[src/design/kst_pkg.sv]
// Shared types and constants for the spanning tree core.
package kst_pkg;

  localparam int unsigned VtxBits   = 6;
  localparam int unsigned CostWidth = 16;
  localparam int unsigned TotBits   = 21;
  localparam logic [TotBits-1:0] TotalMax = {TotBits{1'b1}};

  // One stored edge.
  typedef struct packed {
    logic [VtxBits-1:0]   a;
    logic [VtxBits-1:0]   b;
    logic [CostWidth-1:0] w;
  } edge_t;

  // One result item.
  typedef struct packed {
    logic [VtxBits-1:0]   from;
    logic [VtxBits-1:0]   to;
    logic [CostWidth-1:0] cost;
    logic [TotBits-1:0]   total;
    logic                 valid;
    logic                 dropped;
    logic                 last;
  } result_t;

endpackage

[src/design/kruskal_spanning_tree_core.sv]
// Minimum spanning tree core: edge store, stable sort and union-find sequencer.
// Load: one edge item per cycle, back to back, no result until the item marked last.
// Sort: stable insertion sort of the stored edges by cost, in place through one RAM port;
//   then a parent/rank clear sweep over node entries 0 to MAX_NODES.
// Walk: per edge, read it, find and compress both roots, join them by rank if they differ and
//   emit it (output stalls hold it), then the closing item; input stalls from last edge to it.
// Reset clears control state and sets node_count to 32; RAM contents are left as they are.
module kruskal_spanning_tree_core #(
  parameter int unsigned MAX_NODES = 32,
  parameter int unsigned MAX_EDGES = 64,
  parameter int unsigned COST_BITS = 16
) (
  input  logic                          clk_i,
  input  logic                          rst_ni,
  input  logic                          cfg_valid,
  output logic                          cfg_ready,
  input  logic [kst_pkg::VtxBits-1:0]   cfg_node_count_i,
  input  logic                          in_valid,
  output logic                          in_stall,
  input  logic [kst_pkg::VtxBits-1:0]   edge_from_i,
  input  logic [kst_pkg::VtxBits-1:0]   edge_to_i,
  input  logic [kst_pkg::CostWidth-1:0] edge_cost_i,
  input  logic                          last_edge_i,
  output logic                          out_valid,
  input  logic                          out_stall,
  output logic [kst_pkg::VtxBits-1:0]   tree_from_o,
  output logic [kst_pkg::VtxBits-1:0]   tree_to_o,
  output logic [kst_pkg::CostWidth-1:0] tree_cost_o,
  output logic [kst_pkg::TotBits-1:0]   running_total_o,
  output logic                          edge_valid_o,
  output logic                          edges_dropped_o,
  output logic                          last_result_o
);
  import kst_pkg::*;

  localparam int unsigned EA = (MAX_EDGES > 1) ? $clog2(MAX_EDGES) : 1;
  localparam int unsigned EC = $clog2(MAX_EDGES + 1);
  localparam int unsigned NA = $clog2(MAX_NODES + 1);
  localparam int unsigned RkBits = $clog2(NA + 1);
  localparam int unsigned EW = $bits(edge_t);
  localparam int unsigned NCNT = (NA > VtxBits) ? NA : VtxBits;
  localparam logic [CostWidth-1:0] CMask =
    (COST_BITS >= CostWidth) ? {CostWidth{1'b1}} : CostWidth'((1 << COST_BITS) - 1);

  // Sequencer states.
  localparam logic [4:0] S_LOAD  = 5'd0;
  localparam logic [4:0] S_SI    = 5'd1;   // sort: read key at i
  localparam logic [4:0] S_SK    = 5'd2;   // sort: latch key, read j-1
  localparam logic [4:0] S_SC    = 5'd3;   // sort: compare j-1, shift or place
  localparam logic [4:0] S_SP    = 5'd4;   // sort: place key at entry 0
  localparam logic [4:0] S_INIT  = 5'd5;   // union-find clear sweep
  localparam logic [4:0] S_ER    = 5'd6;   // read edge i
  localparam logic [4:0] S_EL    = 5'd7;   // latch edge
  localparam logic [4:0] S_FR    = 5'd8;   // find: read parent of r
  localparam logic [4:0] S_FW    = 5'd9;   // find: compare
  localparam logic [4:0] S_CW    = 5'd10;  // compress: step
  localparam logic [4:0] S_JA    = 5'd11;  // join: rank a
  localparam logic [4:0] S_JB    = 5'd12;  // join: rank b and decide
  localparam logic [4:0] S_OUT   = 5'd13;  // emit result
  localparam logic [4:0] S_FIN   = 5'd14;  // emit closing item

  logic [4:0]         st_q, st_d;
  logic [VtxBits-1:0] nc_q;
  logic [EC-1:0]      fill_q, fill_d;
  logic               ovf_q, ovf_d;
  logic [EC-1:0]      i_q, i_d, j_q, j_d;
  edge_t              key_q, key_d, cur_q, cur_d;
  logic [NA-1:0]      v_q, v_d, r_q, r_d, ra_q, ra_d;
  logic               side_q, side_d;
  logic [RkBits-1:0]  rka_q, rka_d;
  logic [TotBits-1:0] sum_q, sum_d;
  logic [TotBits:0]   sum_ext;
  logic               ov_q;
  result_t            res_q, res_d;
  logic               rv_d;

  // Edge RAM ports.
  logic          e_we;
  logic [EA-1:0] e_wa, e_ra;
  edge_t         e_wd, e_rd;
  logic [EW-1:0] e_rbits;
  // Parent and rank RAM ports.
  logic              p_we, k_we;
  logic [NA-1:0]     p_wa, p_ra, k_wa, k_ra;
  logic [NA-1:0]     p_wd, p_rd;
  logic [RkBits-1:0] k_wd, k_rd;

  kst_ram #(.Width(EW), .Depth(MAX_EDGES)) u_edges (
    .clk_i, .we_i(e_we), .waddr_i(e_wa), .wdata_i(e_wd), .raddr_i(e_ra), .rdata_o(e_rbits)
  );
  assign e_rd = edge_t'(e_rbits);
  kst_ram #(.Width(NA), .Depth(MAX_NODES + 1)) u_parent (
    .clk_i, .we_i(p_we), .waddr_i(p_wa), .wdata_i(p_wd), .raddr_i(p_ra), .rdata_o(p_rd)
  );
  kst_ram #(.Width(RkBits), .Depth(MAX_NODES + 1)) u_rank (
    .clk_i, .we_i(k_we), .waddr_i(k_wa), .wdata_i(k_wd), .raddr_i(k_ra), .rdata_o(k_rd)
  );

  logic [NCNT:0] nc_eff;
  logic          vtx_ok, in_acc, out_free;
  assign nc_eff = ({1'b0, NCNT'(nc_q)} > (NCNT+1)'(MAX_NODES)) ? (NCNT+1)'(MAX_NODES)
                                                               : {1'b0, NCNT'(nc_q)};
  assign vtx_ok = (edge_from_i != '0) && (edge_to_i != '0) &&
                  ((NCNT+1)'(edge_from_i) <= nc_eff) && ((NCNT+1)'(edge_to_i) <= nc_eff);
  assign in_stall = (st_q != S_LOAD);
  assign in_acc   = in_valid && !in_stall;
  assign out_free = !ov_q || !out_stall;
  assign cfg_ready = (st_q == S_LOAD);
  assign sum_ext  = {1'b0, sum_q} + (TotBits+1)'(cur_q.w);

  // Configuration register.
  always_ff @(posedge clk_i or negedge rst_ni) begin
    if (!rst_ni) begin
      nc_q <= VtxBits'(32);
    end else if (cfg_valid && cfg_ready) begin
      nc_q <= cfg_node_count_i;
    end
  end

  // Main sequencer.
  always_comb begin
    st_d = st_q; fill_d = fill_q; ovf_d = ovf_q; i_d = i_q; j_d = j_q;
    key_d = key_q; cur_d = cur_q; v_d = v_q; r_d = r_q; ra_d = ra_q;
    side_d = side_q; rka_d = rka_q; sum_d = sum_q; res_d = res_q; rv_d = 1'b0;
    e_we = 1'b0; e_wa = EA'(fill_q); e_wd = '0; e_ra = EA'(i_q);
    p_we = 1'b0; p_wa = v_q; p_wd = '0; p_ra = r_q;
    k_we = 1'b0; k_wa = v_q; k_wd = '0; k_ra = ra_q;
    unique case (st_q)
      S_LOAD: begin
        if (in_acc) begin
          if (vtx_ok) begin
            if (fill_q < EC'(MAX_EDGES)) begin
              e_we = 1'b1;
              e_wd = '{a: edge_from_i, b: edge_to_i, w: edge_cost_i & CMask};
              fill_d = fill_q + 1'b1;
            end else begin
              ovf_d = 1'b1;
            end
          end
          if (last_edge_i) begin
            i_d = EC'(1);
            st_d = S_SI;
          end
        end
      end
      S_SI: begin
        if (i_q >= fill_q) begin
          v_d = '0; st_d = S_INIT;
        end else begin
          e_ra = EA'(i_q); j_d = i_q; st_d = S_SK;
        end
      end
      S_SK: begin
        key_d = e_rd; e_ra = EA'(j_q - 1'b1); st_d = S_SC;
      end
      S_SC: begin
        // e_rd holds entry j-1; shift it up while it costs more than the key
        if (e_rd.w > key_q.w) begin
          e_we = 1'b1; e_wa = EA'(j_q); e_wd = e_rd;
          j_d = j_q - 1'b1;
          if (j_q == EC'(1)) begin
            st_d = S_SP;
          end else begin
            e_ra = EA'(j_q - EC'(2));
          end
        end else begin
          e_we = 1'b1; e_wa = EA'(j_q); e_wd = key_q;
          i_d = i_q + 1'b1; st_d = S_SI;
        end
      end
      S_SP: begin
        e_we = 1'b1; e_wa = '0; e_wd = key_q;
        i_d = i_q + 1'b1; st_d = S_SI;
      end
      S_INIT: begin
        p_we = 1'b1; p_wa = v_q; p_wd = v_q;
        k_we = 1'b1; k_wa = v_q; k_wd = '0;
        v_d = v_q + 1'b1;
        if (v_q == NA'(MAX_NODES)) begin
          i_d = '0; sum_d = '0; st_d = S_ER;
        end
      end
      S_ER: begin
        if (i_q >= fill_q) begin
          st_d = S_FIN;
        end else begin
          e_ra = EA'(i_q); st_d = S_EL; side_d = 1'b0;
        end
      end
      S_EL: begin
        cur_d = e_rd; side_d = 1'b0;
        r_d = NA'(e_rd.a); v_d = NA'(e_rd.a); st_d = S_FR;
      end
      S_FR: begin
        p_ra = r_q; st_d = S_FW;
      end
      S_FW: begin
        if (p_rd != r_q) begin
          r_d = p_rd; p_ra = p_rd; st_d = S_FW;
        end else begin
          p_ra = v_q; st_d = S_CW;
        end
      end
      S_CW: begin
        // p_rd is parent of v; point v at the root and follow the old parent
        if (p_rd != r_q) begin
          p_we = 1'b1; p_wa = v_q; p_wd = r_q;
          v_d = p_rd; p_ra = p_rd;
        end else if (!side_q) begin
          ra_d = r_q; side_d = 1'b1;
          r_d = NA'(cur_q.b); v_d = NA'(cur_q.b); st_d = S_FR;
        end else begin
          side_d = 1'b0;
          if (ra_q == r_q) begin
            i_d = i_q + 1'b1; st_d = S_ER;
          end else begin
            k_ra = ra_q; st_d = S_JA;
          end
        end
      end
      S_JA: begin
        rka_d = k_rd; k_ra = r_q; st_d = S_JB;
      end
      S_JB: begin
        // k_rd = rank of rb (r_q); ra_q has rka_q
        if (rka_q < k_rd) begin
          p_we = 1'b1; p_wa = ra_q; p_wd = r_q;
        end else begin
          p_we = 1'b1; p_wa = r_q; p_wd = ra_q;
          if (rka_q == k_rd) begin
            k_we = 1'b1; k_wa = ra_q; k_wd = rka_q + 1'b1;
          end
        end
        sum_d = sum_ext[TotBits] ? TotalMax : sum_ext[TotBits-1:0];
        st_d = S_OUT;
      end
      S_OUT: begin
        if (out_free) begin
          rv_d = 1'b1;
          res_d = '{from: cur_q.a, to: cur_q.b, cost: cur_q.w, total: sum_q,
                    valid: 1'b1, dropped: ovf_q, last: 1'b0};
          i_d = i_q + 1'b1; st_d = S_ER;
        end
      end
      S_FIN: begin
        if (out_free) begin
          rv_d = 1'b1;
          res_d = '{from: '0, to: '0, cost: '0, total: sum_q,
                    valid: 1'b0, dropped: ovf_q, last: 1'b1};
          fill_d = '0; ovf_d = 1'b0; sum_d = '0; st_d = S_LOAD;
        end
      end
      default: st_d = S_LOAD;
    endcase
  end

  always_ff @(posedge clk_i or negedge rst_ni) begin
    if (!rst_ni) begin
      st_q <= S_LOAD; fill_q <= '0; ovf_q <= 1'b0; sum_q <= '0; ov_q <= 1'b0;
      side_q <= 1'b0;
    end else begin
      st_q <= st_d; fill_q <= fill_d; ovf_q <= ovf_d; sum_q <= sum_d;
      side_q <= side_d;
      if (rv_d) ov_q <= 1'b1;
      else if (!out_stall) ov_q <= 1'b0;
    end
  end

  always_ff @(posedge clk_i) begin
    i_q <= i_d; j_q <= j_d; key_q <= key_d; cur_q <= cur_d; v_q <= v_d;
    r_q <= r_d; ra_q <= ra_d; rka_q <= rka_d; res_q <= res_d;
  end

  assign out_valid       = ov_q;
  assign tree_from_o     = res_q.from;
  assign tree_to_o       = res_q.to;
  assign tree_cost_o     = res_q.cost;
  assign running_total_o = res_q.total;
  assign edge_valid_o    = res_q.valid;
  assign edges_dropped_o = res_q.dropped;
  assign last_result_o   = res_q.last;

  a_fill: assert property (@(posedge clk_i) disable iff (!rst_ni)
    fill_q <= EC'(MAX_EDGES)) else $error("fill count beyond store");
  a_nocfg: assert property (@(posedge clk_i) disable iff (!rst_ni)
    st_q != S_LOAD |-> !cfg_ready) else $error("cfg taken while busy");
  a_fin: assert property (@(posedge clk_i) disable iff (!rst_ni)
    (st_q == S_FIN && out_free) |=> (st_q == S_LOAD && fill_q == '0))
    else $error("store not cleared after graph");
  a_hold: assert property (@(posedge clk_i) disable iff (!rst_ni)
    (out_valid && out_stall) |=> (out_valid && $stable(res_q)))
    else $error("result changed while stalled");

endmodule

[src/design/kst_ram.sv]
// Generic single-port-write, single-port-read RAM with registered read data.
module kst_ram #(
  parameter int unsigned Width = 8,
  parameter int unsigned Depth = 16
) (
  input  logic                     clk_i,
  input  logic                     we_i,
  input  logic [$clog2(Depth)-1:0] waddr_i,
  input  logic [Width-1:0]         wdata_i,
  input  logic [$clog2(Depth)-1:0] raddr_i,
  output logic [Width-1:0]         rdata_o
);

  logic [Width-1:0] mem_q [Depth];

  // Write port and registered read port.
  always_ff @(posedge clk_i) begin
    if (we_i) begin
      mem_q[waddr_i] <= wdata_i;
    end
    rdata_o <= mem_q[raddr_i];
  end

endmodule

[config.mk]
export PLATFORM = sky130hd
export DESIGN_NAME = kruskal_spanning_tree_core
export DESIGN_NICKNAME = d
export VERILOG_FILES = /design/src/design/kst_pkg.sv /design/src/design/kruskal_spanning_tree_core.sv /design/src/design/kst_ram.sv
export SDC_FILE = /design/constraint.sdc
export NUM_CORES = 2
export LEC_CHECK = 0
export ABC_AREA = 1
export ABC_CLOCK_PERIOD_IN_PS = 8700
export BUFFER_PORTS_ARGS = -buffer_cell sky130_fd_sc_hd__buf_2
export CORE_ASPECT_RATIO = 0.9
export CORE_MARGIN = 5
export CORE_UTILIZATION = 55
export CTS_CLUSTER_SIZE = 8
export DETAILED_ROUTE_END_ITERATION = 8
export GPL_TIMING_DRIVEN = 0
export PLACE_DENSITY = 0.71
export SETUP_SLACK_MARGIN = 0.05
export SYNTH_ARGS = -nofsm -noshare
export SYNTH_HDL_FRONTEND = slang
export SYNTH_SLANG_ARGS = --single-unit
[constraint.sdc]
create_clock -name clk_i -period 8.7 [get_ports clk_i]
set_input_delay 1.74 -clock clk_i [delete_from_list [all_inputs] [get_ports clk_i]]
set_output_delay 1.74 -clock clk_i [all_outputs]
set_load 0.03 [all_outputs]
==> impl_metrics.tcl <==
set metrics [dict create \
    cts_tree "done" \
    numPortBuffers 94 \
    crit_type "input port to register" \
    ir_worst_vdd_uv 344 \
    cts_num_sinks 2310 \
    clkTransAtPathRegs_ns 0.05 \
    wl_um 328000 \
    dr.first_iter.drc_count 12800 \
    arrival_ns 6.95 \
    cp_max_fo 28 \
    maxCapViolations 4 \
    n_fill_cell 12800 \
    finalSetupViolCount 0 \
    final_util_pct 63.8 \
    drtAntennaViolNets 0 \
    netlist_instances 8136 \
    die_w_um 452 \
    die_h_um 408 \
    cp-start-kind "input port" \
    grt_overflow 0 \
    hold_slack_ns 0.443 \
    total_leakage_power_nw 40.7 \
    max-clock-path-buffers 4 \
    slew_viol_final 0 \
    cts_root_buf "clkbuf_16" \
    finClkSkew_ns 0.0632 \
    nNetsFinal 8761 \
    hold_path_class "register to register" \
    cts_resized 0 \
    syn_avg_cell_area_um2 11.9 \
    initial_core_util_pct 55.2 \
    core_area_um2 176000 \
    clk_latency_ns 0.93 \
    violations "design-rule violations, max-capacitance violations" \
    boundaryPins 95 \
    gp_congestion 1.04 \
    grt_usage_pct 34.8 \
    required_ns 9.19 \
    area_growth_pct 15.7 \
    antenna_found_initial 25 \
    most-common-layout-cells "nand3_1 (2719), edfxtp_1 (2232), nand2_1 (1281)" \
    viasPerCell 6.58 \
    powerDensity_nw_per_um2 425 \
    dieArea_um2 185000 \
    endpoint_kind "register" \
    ff_latch_area_um2 68800 \
    status "finished with violations" \
    grt_max_degree 65 \
    fmaxAchievable_mhz 155 \
    grt_setup_unrepaired "false" \
    post-route-period-util_pct 74.3 \
    drt_first_pass_iters 9 \
    grt_pass1_wl_um 466000 \
    fin_crit_ns 6.46 \
    drc 3 \
    layout_commonest_cell "nand3_1" \
    power_mw 47.6 \
    setup_slack_ns 2.24 \
    rows 146 \
    tightestPinTransition_ns 1.45 \
    place_worst_setup_slack_ns 1.51 \
    cts_hold_buffers 0 \
    synth.distinct_cells 54 \
    placed_cell_area_um2 103000 \
    multiInputGateArea_um2 25300 \
    relSlewSlack_pct 2.94 \
    dp_hpwl_um 221000 \
    yosys_warnings 0 \
    syn_area_um2 96800 \
    drive_gt1_share_pct 13.3 \
    via_count 73200 \
    cts_made_buffers 339 \
    htreeDepth 5 \
    grt_pass1_vias 68400 \
    postSynthNetCount 8240 \
    hold_viol 0 \
    post_cts_buffers 0 \
    ys_seq_area_share_pct 71.0 \
    synth_seq_cells 2310 \
    post-route-cell-area_um2 112000 \
    wire_per_inst_um 29.5 \
]
-- metrics by stage --
stage | instances | TNS [ns]
6_report | 11100 | 0
3_3_place_gp | 10600 | -1040.38
5_1_grt | 11100 | 0
4_1_cts | 11100 | 0
2_1_floorplan | 8136 | 0
3_5_place_dp | 10700 | 0
-- routing by layer --
layer	global-route usage [%]	vias to the layer above	part of all wire, %
met5	0	-	0.025
met4	17.2	12	6.0
met3	12.4	1125	16
met2	49.2	6008	42
met1	47.9	35200	36
li1	-	30800	-
-- worst paths after layout --
kind	endpoint	startpoint	slack [ns]	cells past startpoint
min in group asynchronous	sum_q[14]	rst_ni	1.01	1
max reg2reg	u_edges.mem_q[7][10]	nc_q[2]	2.34	14
max	u_edges.mem_q[7][10]	edge_from_i[0]	2.24	13
max in group asynchronous	fill_q[2]	rst_ni	7.04	1
min	u_parent.rdata_o[5]	u_parent.mem_q[32][5]	0.44	2
min reg2reg	u_parent.rdata_o[5]	u_parent.mem_q[32][5]	0.44	2
-- critical path: stages --
cell and delay [ns]:
buf_2 0.10, inv_1 0.21, ha_1 0.20, nor2_1 0.04, o21ai_0 0.17, o211ai_1 0.12
nand2_1 0.08, nand4_1 0.21, nor2_1 0.60, nand2_1 0.50, nand2_1 0.42, nand4_1 1.18
nor2_4 1.32
-- cell type report --
class	instances	area share, %
timing repair buffer	180	2.21
tap	2368	2.64
sequential	2310	61.4
clock buffer	405	7.87
buffer	565	2.41
clock inverter	9	0.0793
antenna	21	0.0469
multi-input combinational	5023	22.6
inverter	238	0.802
-- Yosys cell counts (all sizes together) --
| library cell | number | area (µm²) |
|---|---|---|
| clkinv | 1 | 3.75 |
| nand3b | 1 | 7.51 |
| mux2 | 5 | 56.3 |
| o2111ai | 3 | 26.3 |
| or2 | 50 | 313 |
| o21a | 2 | 15.0 |
| o22ai | 33 | 206 |
| a211oi | 1 | 7.51 |
| o211ai | 120 | 906 |
| nand4 | 23 | 144 |
| nor3 | 16 | 85.1 |
| and3 | 1 | 6.26 |
| xnor2 | 6 | 52.6 |
| a31oi | 4 | 31.3 |
| a32o | 1 | 10.0 |
| nor4 | 7 | 43.8 |
| edfxtp | 2232 | 67000 |
| o21ai | 194 | 978 |
| o311ai | 1 | 8.76 |
| dfxtp | 37 | 741 |
| nor3b | 1 | 7.51 |
| nand2 | 1312 | 4950 |
| buf | 449 | 2270 |
| dfstp | 1 | 26.3 |
| fa | 1 | 20.0 |
| a21oi | 47 | 235 |
| xor2 | 22 | 193 |
| inv | 237 | 895 |
| a21boi | 1 | 7.51 |
| nand3 | 2720 | 13600 |
| a21o | 1 | 7.51 |
| ha | 63 | 788 |
| or4 | 1 | 7.51 |
| clkbuf | 116 | 435 |
| o221ai | 25 | 219 |
| dfrtp | 40 | 1000 |
| nor2 | 330 | 1260 |
| a221oi | 2 | 17.5 |
| a22oi | 29 | 218 |
-- kinds of logic after synthesis --
group / count (synthesis) / share of synthesized area [%]
flip-flops: 2310 / 71.0
adder cells (fa/ha/maj): 64 / 0.835
XOR/XNOR: 28 / 0.253
AO/OA/AOI/OAI: 464 / 2.99
AND/OR/NAND/NOR: 4462 / 21.1
buffers and inverters: 803 / 3.72
multiplexers: 5 / 0.0581
-- flip-flops by register name, summed over array words and instances, names as in the netlist, 16 cells and up --
name             cells
running_total_o     21
tree_cost_o         16
key_q               28
u_parent.mem_q     198
u_edges.mem_q     1792
u_rank.mem_q        99
u_edges.rdata_o     28
sum_q               21
cur_q               28
-- where the power goes --
| part | internal (mW) | leakage [nW] | switching, mW | total (mW) |
|---|---|---|---|---|
| sequential | 14.0 | 21.7 | 0.376 | 14.4 |
| combinational | 5.10 | 14.7 | 16.7 | 21.8 |
| clock | 6.98 | 4.34 | 4.48 | 11.5 |
| total | 26.1 | 40.7 | 21.5 | 47.6 |
Power figures use the tool's default switching activity.
